<file path="src/hw/rtl/nearest_rank_percentile_stats_top_assert.svh">
// Assertion macros for the percentile statistics top level.
`ifndef NEAREST_RANK_PERCENTILE_STATS_TOP_ASSERT_SVH
`define NEAREST_RANK_PERCENTILE_STATS_TOP_ASSERT_SVH

// Same-cycle implication, disabled while reset is asserted.
`define NRPS_ASSERT_IMP(lbl, ck, rn, ante, cons) \
  lbl: assert property (@(posedge ck) disable iff (!rn) (ante) |-> (cons)) \
    else $error("nrps: same-cycle check failed");

// Next-cycle implication, disabled while reset is asserted.
`define NRPS_ASSERT_NXT(lbl, ck, rn, ante, cons) \
  lbl: assert property (@(posedge ck) disable iff (!rn) (ante) |=> (cons)) \
    else $error("nrps: next-cycle check failed");

`endif

</file>
<file path="src/hw/rtl/nrps_pkg.sv">
// Shared types and constants for the percentile statistics block.
`default_nettype none

package nrps_pkg;

  localparam int SampleW = 64;
  localparam int CountOutW = 9;

  localparam int PctMedian = 50;
  localparam int Pct95 = 95;
  localparam int Pct99 = 99;

  typedef enum logic [1:0] {
    ST_LOAD,
    ST_RANK,
    ST_SCAN,
    ST_OUT
  } nrps_state_t;

  typedef enum logic [1:0] {
    CELL_HOLD,
    CELL_INSERT,
    CELL_SHIFT
  } cell_op_t;

  typedef struct packed {
    cell_op_t           op;
    logic [SampleW-1:0] din;
  } cell_ctrl_t;

endpackage

`default_nettype wire

</file>
<file path="src/hw/rtl/nrps_cell.sv">
// One cell of the sorted sample chain.
`default_nettype none

module nrps_cell
  import nrps_pkg::*;
#(
  parameter int IDX   = 0,
  parameter int CNT_W = 9
) (
  input  wire logic               clk,
  input  wire cell_ctrl_t         ctrl,
  input  wire logic [CNT_W-1:0]   count,
  input  wire logic [SampleW-1:0] left_val,
  input  wire logic               left_gt,
  input  wire logic [SampleW-1:0] right_val,
  output logic      [SampleW-1:0] val,
  output logic                    gt
);

  localparam logic [CNT_W-1:0] MyIdx = CNT_W'(IDX);

  logic [SampleW-1:0] val_r;
  logic [SampleW-1:0] val_nxt;
  logic               occ;

  // Occupied cells hold the ascending prefix of the set.
  assign occ = (count > MyIdx);
  assign gt  = occ && (val_r > ctrl.din);
  assign val = val_r;

  always_comb begin
    val_nxt = val_r;
    case (ctrl.op)
      CELL_INSERT: begin
        // Larger entries move right; the first larger or empty slot takes din.
        if (left_gt) begin
          val_nxt = left_val;
        end else if (gt || !occ) begin
          val_nxt = ctrl.din;
        end
      end
      CELL_SHIFT: val_nxt = right_val;
      default:    val_nxt = val_r;
    endcase
  end

  always_ff @(posedge clk) begin
    val_r <= val_nxt;
  end

endmodule

`default_nettype wire

</file>
<file path="config.mk">
export PLATFORM = sky130hd
export DESIGN_NAME = nrps_cell
export DESIGN_NICKNAME = d
export VERILOG_FILES = /design/src/hw/rtl/nearest_rank_percentile_stats_top_assert.svh /design/src/hw/rtl/nrps_pkg.sv /design/src/hw/rtl/nrps_cell.sv
export SDC_FILE = /design/constraint.sdc
export NUM_CORES = 1
export LEC_CHECK = 0
export BUFFER_PORTS_ARGS = -buffer_cell sky130_fd_sc_hd__buf_2
export CAP_MARGIN = 20
export CORE_MARGIN = 3
export CORE_UTILIZATION = 50
export CTS_BUF_LIST = sky130_fd_sc_hd__clkbuf_4 sky130_fd_sc_hd__clkbuf_8
export DETAILED_ROUTE_END_ITERATION = 12
export PLACE_DENSITY = 0.89
export SYNTH_ARGS = -nofsm -noshare
export SYNTH_HDL_FRONTEND = slang
export SYNTH_SLANG_ARGS = --single-unit
</file>
<file path="constraint.sdc">
create_clock -name clk -period 8.9 [get_ports clk]
set_clock_uncertainty 0.15 [all_clocks]
set_input_delay 1.335 -clock clk [delete_from_list [all_inputs] [get_ports clk]]
set_output_delay 1.335 -clock clk [all_outputs]
set_load 0.1 [all_outputs]
</file>
==> metrics.md <==
| Metric | Value |
|---|---|
| Status | completed |
| Htree depth | 3 |
| Die height | 105 µm |
| Clk Latency, worst-skew pair | 0.34 ns |
| WP data arrival | 3.58 ns |
| Req. time, crit path | 7.41 ns |
| Crit start category | input port |
| Seq cells post-synth | 64 |
| Crit-path cells | buf_2, inv_1, ha_1, nand4_1, nor4_1, a211oi_1, a21oi_1, o31a_1, o21ba_2, buf_2 |
| Crit path time final | 5.07 ns |
| CP max stage cell | nor4_1 |
| Slew Limit Fails | 0 |
| Synth Area in Adders | 16.2% |
| Post-synthesis sequential area ratio | 38.9% |
| Final HPWL DP | 12.5 mm |
| Initial antenna violation count | 0 |
| Pwr dens | 167 mW/mm² |
| Final hold vios | 0 |
| Post-route clock period utilization | 56.9% |
| CTS max path bufs | 2 |
| Final WS setup | 3.83 ns |
| Max-Cap Viols | 0 |
| Hold_buf cts | 0 |
| Synth Area in Compound Gates | 14.0% |
| Drt first pass iters | 4 |
| # resized after CTS | 0 |
| Die Span X | 105 µm |
| CP Capture Type | primary output |
| DR DRC count | 0 |
| Antenna cell count | 0 |
| Placed cell count | 905 |
| Number of flip-flops in the largest register | 64 |
| Final setup TNS | 0 ns |
| Setup Fix Bufs, Post-CTS | 0 |
| Port Buf Inserts | 269 |
| Slew HR | 42.6% |
| Sink Count | 64 |
| Fin util | 70.3% |
| Synthesis-to-finish area growth | 33.9% |
| Top FF cell, synth | edfxtp_1 |
| Layout Cells excl Fill | 922 |
| Pleak | 3.42 nW |
| Achievable Freq | 197 MHz |
| RSZ-0062 raised after global routing | no |
| Dpl ws | 3.82 ns |
| 1st-iter DRT viols | 234 |
| Rows | 35 |
| Largest family of logic cells by synthesized area | adder cells |
| TritonCTS clock tree | built |
| Cts bufs inserted | 9 |
| Routed length per instance | 16.8 µm |
| Nets | 1057 |
| First-pass GRT wire length | 23.4 mm |
| Core Region | 0.00942 mm² |
| Root Buffer | clkbuf_8 |
| CP Max Fanout | 5 |
| CP most frequent cell | buf_2 |
| Final setup viols | 0 |
| CP top delay family | simple AND/OR/NAND/NOR gates |
| Synth warn | 0 |
| Post-Syn Instances | 525 |
| Initial core utilization | 52.5% |
| Post-synth ARST share | 0% |
| Worst-margin pin slew | 0.861 ns |
| Synthesized area | 0.00494 mm² |
| Yosys cell types | 37 |
| Final WL | 15.5 mm |
| Crit path buf inv count | 3 |
| Largest net degree at the start of global routing | 130 |
| Syn nets | 794 |
| Hold slack | 1.12 ns |
| Fill count | 705 |
| Clock slew at reported path FFs | 0.08 ns |
| Vias | 4927 |
| WS Path Type | input port to primary output |
| Syn_area_per_cell | 9.42 µm² |
| RePlAce Congestion | 0.991 |
| Post-synth EDFFs | 64 |
| Global route total overflow | 0 |
| Die footprint | 0.0111 mm² |
| Peak VDD IR | 78.1 µV |
| Multiplexer share of the synthesized area | 13.0% |
| Synth Area in Simple Gates | 11.3% |
| Total Routing Usage GR | 26.3% |
| Area share of xor/xnor cells in the synthesized design | 0% |
| Remaining antenna violation count after routing | 0 |
| Routed vias/inst | 5.34 |
| Crit-path max cell delay | 0.54 ns |
| Share of cells above drive strength 1 | 37.1% |
| Io pins | 270 |
| Vias in the first global route | 4956 |
| Hold WC Path Type | input port to flip-flop |
[worst register-to-register path, delay by kind of cell (launching register included)]
family | cells | cell delay [ns]
compound gates | 3 | 0.56
fa+ha+maj | 1 | 0.32
buf+inv | 1 | 0.67
simple gates | 3 | 0.87
flops | 1 | 0.42
[cell usage in the layout (no fill, tap or decap), drive strengths merged, types with 2 or more instances in the layout]
cell | synthesis | layout
or4 | 3 | 3
a21o | 3 | 3
a21oi | 31 | 31
nor2 | 3 | 3
clkinv | 0 | 3
edfxtp | 64 | 64
nand3 | 2 | 2
inv | 67 | 67
nor2b | 4 | 4
nor4 | 2 | 2
clkbuf | 15 | 12
nand2 | 77 | 77
o31ai | 2 | 2
buf | 6 | 273
nand4 | 16 | 16
nand3b | 2 | 2
a211oi | 4 | 4
nor3 | 5 | 5
ha | 64 | 64
a22oi | 2 | 2
mux2i | 64 | 64
o21ai | 76 | 76
[layout make-up]
cell class                      count  area (µm²)  area share (%)
Multi-Input combinational cell    373        2700            40.7
Sequential cell                    64        1920            29.0
Timing Repair Buffer              273        1400            21.1
Inverter                           67         251            3.80
Tap cell                          129         161            2.44
Clock buffer                       12         146            2.21
Clock inverter                      4        45.0           0.680
[cells in the mapped netlist, types with 2 or more instances]
cell type	n	share of area, %
edfxtp_1	64	39
nand3b_1	2	0.30
or4_1	2	0.30
nor2_1	3	0.23
a21oi_1	31	3.1
nand2_1	77	5.8
a21o_1	3	0.46
o31ai_1	2	0.30
nor2b_1	4	0.51
nand3_1	2	0.20
nand4_1	15	1.9
buf_2	2	0.20
ha_1	64	16
mux2i_1	64	13
a22oi_1	2	0.30
buf_1	4	0.30
inv_1	67	5.1
nor4_1	2	0.25
nor3_1	5	0.51
o21ai_0	76	7.7
a211oi_1	4	0.61
clkbuf_1	15	1.1
[worst paths after layout]
kind	slack [ns]	cells after the start	startpoint	to
worst min-delay path	1.12	3	right_val[29]	val[29]
worst min register to register	1.59	6	val[63]	val[53]
worst max register to register	5.46	8	val[47]	val[46]
worst max-delay path	3.83	10	ctrl[47]	gt
[layer usage]
layer  GRT usage, %  up-vias  part of all wire, %
li1               -     2421                    -
met1           29.5     2259                   39
met2           47.9      203                   52
met3           4.65       44                  5.6
met4           12.2        0                  3.3
met5              0        -                    0
[stage by stage]
stage	total power, mW	area (µm²)
after global placement	0.842	6400
after global routing	1.16	6620
after detailed placement	0.859	6400
after floorplan	0.737	4940
final	1.11	6620
after CTS	1.11	6600
[report_power, final]
| part | internal [mW] | switching [mW] | leakage [nW] |
|---|---|---|---|
| clock | 0.138 | 0.115 | 0.104 |
| sequential | 0.374 | 0.0182 | 0.622 |
| combinational | 0.116 | 0.346 | 2.69 |
[kinds of logic (layout without fill, tap and decap cells)]
logic type,after synthesis,count (layout)
compound gates,126,126
fa+ha+maj,64,64
buf+inv,88,356
flops,64,64
mux,64,64
simple gates,119,119
(Power assumes the default switching activity.)
