## config.mk

```make
export PLATFORM = sky130hd
export DESIGN_NAME = nrps_rank
export DESIGN_NICKNAME = d
export VERILOG_FILES = /design/src/hw/rtl/nearest_rank_percentile_stats_top_assert.svh /design/src/hw/rtl/nrps_pkg.sv /design/src/hw/rtl/nrps_rank.sv
export SDC_FILE = /design/constraint.sdc
export NUM_CORES = 1
export LEC_CHECK = 0
export BUFFER_PORTS_ARGS = -buffer_cell sky130_fd_sc_hd__buf_2
export CORE_MARGIN = 4
export CORE_UTILIZATION = 33
export CTS_BUF_LIST = sky130_fd_sc_hd__clkbuf_16
export DETAILED_ROUTE_END_ITERATION = 10
export GPL_TIMING_DRIVEN = 0
export PLACE_DENSITY_LB_ADDON = 0.1
export SYNTH_ARGS = -nofsm -noshare
export SYNTH_HDL_FRONTEND = slang
export SYNTH_SLANG_ARGS = --single-unit
```

## constraint.sdc

```tcl
create_clock -name clk -period 11.2 [get_ports clk]
set_input_delay 1.12 -clock clk [delete_from_list [all_inputs] [get_ports clk]]
set_output_delay 1.12 -clock clk [all_outputs]
set_load 0.005 [all_outputs]
```

## src/hw/rtl/nearest_rank_percentile_stats_top_assert.svh

```systemverilog
// Assertion macros for the percentile statistics top level.
`ifndef NEAREST_RANK_PERCENTILE_STATS_TOP_ASSERT_SVH
`define NEAREST_RANK_PERCENTILE_STATS_TOP_ASSERT_SVH

// Same-cycle implication, disabled while reset is asserted.
`define NRPS_ASSERT_IMP(lbl, ck, rn, ante, cons) \
  lbl: assert property (@(posedge ck) disable iff (!rn) (ante) |-> (cons)) \
    else $error("nrps: same-cycle check failed");

// Next-cycle implication, disabled while reset is asserted.
`define NRPS_ASSERT_NXT(lbl, ck, rn, ante, cons) \
  lbl: assert property (@(posedge ck) disable iff (!rn) (ante) |=> (cons)) \
    else $error("nrps: next-cycle check failed");

`endif

```

## src/hw/rtl/nrps_pkg.sv

```systemverilog
// Shared types and constants for the percentile statistics block.
`default_nettype none

package nrps_pkg;

  localparam int SampleW = 64;
  localparam int CountOutW = 9;

  localparam int PctMedian = 50;
  localparam int Pct95 = 95;
  localparam int Pct99 = 99;

  typedef enum logic [1:0] {
    ST_LOAD,
    ST_RANK,
    ST_SCAN,
    ST_OUT
  } nrps_state_t;

  typedef enum logic [1:0] {
    CELL_HOLD,
    CELL_INSERT,
    CELL_SHIFT
  } cell_op_t;

  typedef struct packed {
    cell_op_t           op;
    logic [SampleW-1:0] din;
  } cell_ctrl_t;

endpackage

`default_nettype wire

```

## src/hw/rtl/nrps_rank.sv

```systemverilog
// Nearest-rank index unit: registered (pct*n + 99)/100 - 1.
`default_nettype none

module nrps_rank
  import nrps_pkg::*;
#(
  parameter int PCT   = 50,
  parameter int CNT_W = 9,
  parameter int IDX_W = 8
) (
  input  wire logic             clk,
  input  wire logic             load,
  input  wire logic [CNT_W-1:0] count,
  output logic      [IDX_W-1:0] idx
);

  // x < 2^XW; reciprocal error e < 2^7 so x*e < 2^Shift keeps the floor exact.
  localparam int XW    = CNT_W + 7;
  localparam int Shift = XW + 7;
  localparam int KW    = Shift - 6;
  localparam int PW    = XW + KW;
  localparam longint KVal = ((longint'(1) << Shift) + 64'd99) / 64'd100;
  localparam logic [KW-1:0] Recip = KW'(KVal);

  logic [XW-1:0]    x;
  logic [PW-1:0]    prod;
  logic [CNT_W:0]   rank;
  logic [CNT_W:0]   rank_m1;
  logic [IDX_W-1:0] idx_r;

  assign x       = XW'(count) * XW'(PCT) + XW'(99);
  assign prod    = PW'(x) * PW'(Recip);
  assign rank    = prod[PW-1:Shift];
  assign rank_m1 = rank - 1'b1;
  assign idx     = idx_r;

  always_ff @(posedge clk) begin
    if (load) begin
      idx_r <= rank_m1[IDX_W-1:0];
    end
  end

endmodule

`default_nettype wire

```

==> results.cfg, run 1 <==
[worst_hold_path]
worstHoldPathType = in -> reg

[grt]
grt.total_usage_pct = 12.89
grt_max_degree = 11
busiest_layer = met2
antenna_found_initial = 0
globalRouteMet2Util_pct = 22.45
grt_use_met1_pct = 18.51
grt_pass1_vias = 4583
wire_length_of_the_first_global_routing_pass_um = 22850
gr-total-overflow = 0
globalRouteMet3Util_pct = 0.4671

[critical_path]
crit_type = in -> reg
worst_setup_path_start_kind = input pin
timing.critical_path.required_ns = 11.28
crit_family = adder cells
worst-path-max-fanout = 7
crit_path_top_delay_cell = fa_1
worstSetupEndpointType = flip-flop
critical_path.max_stage_delay_ns = 0.61
worst_path_most_repeated_cell = fa_1
critical_path_arrival_ns = 10.70
cp.buffers_inverters = 7

[route]
postRouteAntennaNets = 0
detailed_route_iter0_violations = 80
detailroute.via_count = 4245
detail_route.wirelength_um = 13200
routedWlPerCell_um = 14.44
drc = 0
dr.pass1.iters = 4
via_per_inst = 4.644

[timing]
final_number_of_setup_violating_endpoints = 0
fin_tns_setup_ns = 0
post-route-min-period_ns = 10.62
timing_worst_slew_pin_value_ns = 1.010
timing.slew.headroom_pct = 32.17
timing.final.hold_violations = 0
final_max_slew_viol_count = 0
f_max_mhz = 94.18
finalCritPeriodShare_pct = 94.80

[yosys]
synth.cell_area_um2 = 6256
postSynthAreaPerCell_um2 = 9.522
yosys_warning_total = 0
synth-seq-cells = 8
synth_top_cells_by_area = ha_1 31%, fa_1 30%, inv_1 11%
netlist.top_cell.by_area = ha_1
seq_total_area_yosys_pct = 3.840
synth-edff-count = 8
synth_flop_cell = edfxtp_1
yosysUniqueCellTypes = 61
synth_top_area_share_pct = 31.20
synthesis.instances = 657
synth-async-reset-ratio_pct = 0
syn_nets = 919

[clock_tree]
bufs_on_longest_clock_path = 2
number_of_sinks_handled_by_clock_tree_synthesis = 8
cts_hold_repair.buffers = 0
clk_root_buffer_cell = clkbuf_16
cts_tree = done
h-tree-depth = 1
cts_inserted_buffers = 3
clk_pin_slew_worst_paths_ns = 0.03

[floorplan]
io_pins = 19
die_h_um = 145.7
placement_rows = 50
coreArea_um2 = 18710
effective_utilization_at_floorplan_pct = 33.44
die_area_um2 = 21220
fp.dieW_um = 145.7

[place]
placed_area_um2 = 6639
dp_hpwl_um = 12100
gpl.final_weighted_congestion = 0.8599
io_buffers = 18

[layout]
multi_input_comb_area_um2 = 5408
fillCellCount = 1922
final_cell_area_um2 = 6819
sequential_cell_area_um2 = 240.2
flow.area_growth_from_synthesis_pct = 9.000
antenna-diode-count = 0
nNetsFinal = 944
drive_above_1_share_pct = 7.794
number_of_flip_flops_under_the_largest_register_name = 8

[flow_run]
max_cap_violations = 0

[status]
outcome = completed
==> cell usage after synthesis, types with 2 or more instances <==
cell type  instances
a211o_1            2
a211oi_1           4
a21o_1            12
a21oi_1           19
and2_1             4
and3_1             3
clkbuf_1           5
edfxtp_1           8
fa_1              95
ha_1             156
inv_1            181
nand2_1           19
nand2b_1           3
nand3_1           12
nand3_2            2
nand3b_1           5
nand4_1            5
nor2_1            21
nor2b_1            2
nor3_1             8
nor4_1             3
o211ai_1           3
o21a_1             3
o21ai_0            8
o21ai_1            3
o21bai_1           2
o311ai_2           2
o31ai_1            2
or2_1              2
or2_2              4
or4_1              3
xnor2_1           18
xnor2_2            2
xnor3_1            2
xor2_1             8
==> cell type report <==
type / count / area share [%]
Multi-Input combinational cell: 463 / 79.30
Inverter: 181 / 9.963
Tap cell: 234 / 4.294
Sequential cell: 8 / 3.523
Timing Repair Buffer: 20 / 1.541
Clock buffer: 3 / 1.101
Buffer: 5 / 0.2752
==> cells in the final DEF (no fill, tap or decap), drive strengths merged, types with 3 or more instances in the layout <==
cell    count
a21oi      19
o21a        3
inv       181
ha        156
nand4       5
o21ai      11
nor4        4
edfxtp      8
a211oi      4
nand3b      5
buf        20
o211ai      4
nor3        8
xnor2      20
and2        4
a21o       12
nor2       21
or4         3
nand3      14
and3        3
clkbuf      8
xor2        8
fa         95
nand2b      3
or2         6
nand2      19
o311ai      3
==> layer usage <==
metal  up-vias  part of all wire, %
met1      2023                   50
met4         0                  1.1
met5         -                    0
li1       2182                    -
met3         8                 0.77
met2        32                   48
==> cell families after synthesis <==
family | share of synthesized area [%]
adders and majority gates | 61.60
and+or+nand+nor | 8.740
other | 0.05994
buffers and inverters | 11.16
AOI/OAI and AO/OA | 9.100
muxes | 0.1800
xor gates and xnor gates | 5.320
DFF | 3.840
==> timing repair <==
item                       CTS  global route
gates resized for setup      0            13
setup endpoints to repair    0             4
buffers inserted             0             2
==> final timing paths <==
kind | from | end | slack (ns) | cells past startpoint
hold / removal | load | idx[3]$_DFFE_PP_ | 1.23 | 1
setup / recovery | count[4] | idx[7]$_DFFE_PP_ | 0.58 | 34
==> metrics by stage <==
stage	hold WS, ns	std cells	util [%]	setup slack, ns
CTS	1.230	912	35.89	0.04050
detailed placement	1.470	909	35.49	-0.1278
global placement	1.461	909	35.49	-0.09343
floorplan	1.233	657	-	1.123
global route	1.240	914	36.45	-0.01331
finish	1.227	914	36.45	0.5824
Power of run 1 is not shown: default switching activity piles up to over one toggle a cycle in this logic, so the estimate is an artifact.
==> run 2, diff against run 1 <==
--- a/config.mk
+++ b/config.mk
@@ -8,7 +8,7 @@
 export BUFFER_PORTS_ARGS = -buffer_cell sky130_fd_sc_hd__buf_2
 export CORE_MARGIN = 4
 export CORE_UTILIZATION = 33
-export CTS_BUF_LIST = sky130_fd_sc_hd__clkbuf_16
+export CTS_BUF_LIST = sky130_fd_sc_hd__clkbuf_8
 export DETAILED_ROUTE_END_ITERATION = 10
 export GPL_TIMING_DRIVEN = 0
 export PLACE_DENSITY_LB_ADDON = 0.1
==> results.cfg, run 2 (same netlist as run 1, synthesis figures left out) <==
[critical_path]
worst-path-max-fanout = 7
crit_type = in -> reg
critical_path_arrival_ns = 10.69
worstSetupEndpointType = flip-flop
worst_path_most_repeated_cell = fa_1
worst_setup_path_start_kind = input pin
crit_path_top_delay_cell = or4_4
timing.critical_path.required_ns = 11.27
critical_path.max_stage_delay_ns = 0.61

[layout]
fillCellCount = 1926
fin_cells = 914
number_of_flip_flops_under_the_largest_register_name = 8
commonest_non_fill_non_tap_cell_in_the_layout = inv_1
highest_count_cells_in_the_layout_ignoring_fill_and_taps = 181 x inv_1, 156 x ha_1, 95 x fa_1, 20 x nor2_1
nNetsFinal = 944
drive_above_1_share_pct = 7.794
flow.area_growth_from_synthesis_pct = 8.460
antenna-diode-count = 0

[route]
postRouteAntennaNets = 0
detail_route.wirelength_um = 13150
via_per_inst = 4.627
dr.pass1.iters = 4
detailed_route_iter0_violations = 87
drc = 0
detailroute.via_count = 4229
routedWlPerCell_um = 14.39

[worst_hold_path]
worst_hold_path.num_cells = 1
hold_path.startpoint = load
worstHoldPathType = in -> reg
whs_endpoint = idx[3]$_DFFE_PP_

[clock_tree]
number_of_sinks_handled_by_clock_tree_synthesis = 8
clk_pin_slew_worst_paths_ns = 0.04
cts_inserted_buffers = 3
cts_tree = done
clk_root_buffer_cell = clkbuf_8
bufs_on_longest_clock_path = 2
h-tree-depth = 1

[grt]
grt.total_usage_pct = 12.88
gr-total-overflow = 0
grt_max_degree = 11
antenna_found_initial = 0
grt_pass1_vias = 4571
wire_length_of_the_first_global_routing_pass_um = 22840

[timing]
f_max_mhz = 94.15
post-route-min-period_ns = 10.62
timing.final.hold_violations = 0
timing_worst_slew_pin_value_ns = 1.004
timing.slew.headroom_pct = 32.57
final_max_slew_viol_count = 0
final_number_of_setup_violating_endpoints = 0
finalCritPeriodShare_pct = 94.84

[floorplan]
placement_rows = 50
coreArea_um2 = 18710
io_pins = 19
die_h_um = 145.7
die_area_um2 = 21220
effective_utilization_at_floorplan_pct = 33.44
fp.dieW_um = 145.7

[place]
dp_hpwl_um = 12100
io_buffers = 18
gpl.final_weighted_congestion = 0.8599
placed_cells = 909

[status]
outcome = completed

[flow_run]
max_cap_violations = 0
[run 2: cell counts in the layout (fill, tap and decap cells not counted)]
Identical to the previous run, type by type.
[run 2: through the flow]
stage / setup TNS (ns) / utilization, % / instance area, um^2 / worst slack, ns / hold slack, ns
2_1_floorplan: 0 / - / 6256 / 1.123 / 1.233
3_3_place_gp: -0.1140 / 35.49 / 6639 / -0.09343 / 1.461
3_5_place_dp: -0.2163 / 35.49 / 6639 / -0.1278 / 1.470
4_1_cts: 0 / 35.71 / 6680 / 0.03580 / 1.236
5_1_grt: -0.01427 / 36.27 / 6785 / -0.01427 / 1.239
6_report: 0 / 36.27 / 6785 / 0.5782 / 1.234
[run 2: worst max path at each step]
stage | start | to | cells after the start
2_1_floorplan | count[4] | idx[5]$_DFFE_PP_ | 32
5_1_grt | count[0] | idx[7]$_DFFE_PP_ | 36
3_5_place_dp | count[2] | idx[5]$_DFFE_PP_ | 31
6_report | count[4] | idx[7]$_DFFE_PP_ | 34
4_1_cts | count[2] | idx[5]$_DFFE_PP_ | 31
3_3_place_gp | count[2] | idx[5]$_DFFE_PP_ | 31
[run 2: worst max-delay path, delay by kind of cell]
kind / cells / cell delay (ns)
fa+ha+maj: 11 / 4.93
buf+inv: 7 / 0.61
simple gates: 6 / 1.88
compound gates: 9 / 1.93
xor+xnor: 1 / 0.22
[run 2: per-layer routing]
metal	track usage (%)	routed length [um]
met1	18.51	6572
met2	22.40	6394
met3	0.4671	87
met4	1.330	95
met5	0	0
[run 2: timing repair]
action / in CTS / in global routing
setup endpoints to repair: 0 / 4
hold buffers: 0 / 0
hold endpoints to repair: 0 / 0
buffers inserted: 0 / 2
gates resized for setup: 0 / 13
[run 2: area by class of cell]
cell class              count  area [um^2]  area share [%]
plain buffers               5        18.77          0.2766
clock buffers               3        41.29          0.6085
inverters                 181        679.4           10.01
multi-input cells         463         5408           79.70
flip-flops and latches      8        240.2           3.540
well taps                 234        292.8           4.315
repair buffers             20        105.1           1.549
Power of run 2 is left out for the same reason.
==> run 3, diff against run 2 <==
--- a/config.mk
+++ b/config.mk
@@ -5,7 +5,10 @@
 export SDC_FILE = /design/constraint.sdc
 export NUM_CORES = 1
 export LEC_CHECK = 0
+export ABC_CLOCK_PERIOD_IN_PS = 11200
 export BUFFER_PORTS_ARGS = -buffer_cell sky130_fd_sc_hd__buf_2
+export CAP_MARGIN = 20
+export CORE_ASPECT_RATIO = 1.25
 export CORE_MARGIN = 4
 export CORE_UTILIZATION = 33
 export CTS_BUF_LIST = sky130_fd_sc_hd__clkbuf_8
==> results.cfg, run 3 (same netlist as run 1, synthesis figures left out) <==
[clock_tree]
cts_inserted_buffers = 3
cts_hold_repair.buffers = 0
clk_root_buffer_cell = clkbuf_8
cts_tree = done
number_of_sinks_handled_by_clock_tree_synthesis = 8
h-tree-depth = 1
clk_pin_slew_worst_paths_ns = 0.04
bufs_on_longest_clock_path = 2

[critical_path]
crit_path_top_delay_cell = or4_1
critical_path_arrival_ns = 10.71
worst_setup_path_start_kind = input pin
worstSetupEndpointType = flip-flop
crit_type = in -> reg
timing.critical_path.required_ns = 11.27
worst-path-max-fanout = 6
crit_path_start = count[3]
critical_path.max_stage_delay_ns = 0.63
worst_path_most_repeated_cell = fa_1

[layout]
highest_count_cells_in_the_layout_ignoring_fill_and_taps = 181 x inv_1, 155 x ha_1, 95 x fa_1, 20 x nor2_1
fillCellCount = 1953
fin_cells = 914
commonest_non_fill_non_tap_cell_in_the_layout = inv_1
nNetsFinal = 946
antenna-diode-count = 0
flow.area_growth_from_synthesis_pct = 8.880
drive_above_1_share_pct = 8.358
number_of_flip_flops_under_the_largest_register_name = 8

[floorplan]
placement_rows = 56
die_h_um = 161.9
fp.dieW_um = 131.2
die_area_um2 = 21240
io_pins = 19
coreArea_um2 = 18710
effective_utilization_at_floorplan_pct = 33.44

[worst_hold_path]
worstHoldPathType = in -> reg
hold_path.startpoint = load

[grt]
grt_max_degree = 11
wire_length_of_the_first_global_routing_pass_um = 23450
grt.total_usage_pct = 13.31
gr-total-overflow = 0
grt_pass1_vias = 4769
antenna_found_initial = 0

[route]
detailed_route_iter0_violations = 81
routedWlPerCell_um = 14.77
detailroute.via_count = 4398
dr.pass1.iters = 6
detail_route.wirelength_um = 13500
via_per_inst = 4.812
postRouteAntennaNets = 0
drc = 0

[place]
dp_hpwl_um = 12600
placed_cells = 907
place_ws_ns = -0.1786
gpl.final_weighted_congestion = 0.7931
io_buffers = 18

[timing]
timing.slew.headroom_pct = 36.66
f_max_mhz = 94.03
grt_setup_unrepaired = no
fin_ws_ns = 0.5654
timing_worst_slew_pin_value_ns = 0.9469
post-route-min-period_ns = 10.63
timing.final.hold_violations = 0
finalCritPeriodShare_pct = 94.95
final_max_slew_viol_count = 0
final_number_of_setup_violating_endpoints = 0

[status]
outcome = completed

[flow_run]
max_cap_violations = 0
## run 3: cell count changes in the layout (fill, tap and decap cells not counted), sizes merged
cell,delta
buf,+2
## run 3: repair_timing
| action | CTS | global route |
|---|---|---|
| pin swaps | 0 | 4 |
| setup buffers | 0 | 4 |
| endpoints found under the setup margin | 2 | 4 |
| resized for setup | 1 | 16 |
## run 3: path summary, 6_finish.rpt
kind	endpoint	slack (ns)	depth (start not counted)
worst max-delay path	idx[7]$_DFFE_PP_	0.57	34
worst min-delay path	idx[0]$_DFFE_PP_	1.24	1
## run 3: area by class of cell
type / instances / area (um^2) / area share, %
multi-input cells: 463 / 5421 / 79.59
inverters: 181 / 679.4 / 9.974
well taps: 232 / 290.3 / 4.262
flip-flops and latches: 8 / 240.2 / 3.527
repair buffers: 22 / 120.1 / 1.763
clock buffers: 3 / 41.29 / 0.6062
plain buffers: 5 / 18.77 / 0.2755
## run 3: stage by stage
step	TNS [ns]	area, um^2	hold slack [ns]	utilization, %
final	0	6812	1.237	36.41
after floorplan	0	6256	1.233	-
after CTS	0	6684	1.236	35.73
after global placement	-0.2439	6636	1.462	35.47
after detailed placement	-0.3530	6636	1.474	35.47
after global routing	0	6812	1.251	36.41
## run 3: metal layers
metal,global-route usage [%],vias to the layer above,share of wire (%)
li1,-,2181,-
met1,16.00,2164,42
met2,26.89,41,55
met3,0.4647,12,1.0
met4,1.767,0,1.3
met5,0,-,0
## run 3: critical path, delay by kind of cell
family / cells / cell delay, ns
fa+ha+maj: 11 / 4.98
simple gates: 7 / 2.07
compound gates: 8 / 1.70
buf+inv: 7 / 0.62
xor+xnor: 1 / 0.21
Power of run 3 is left out for the same reason.
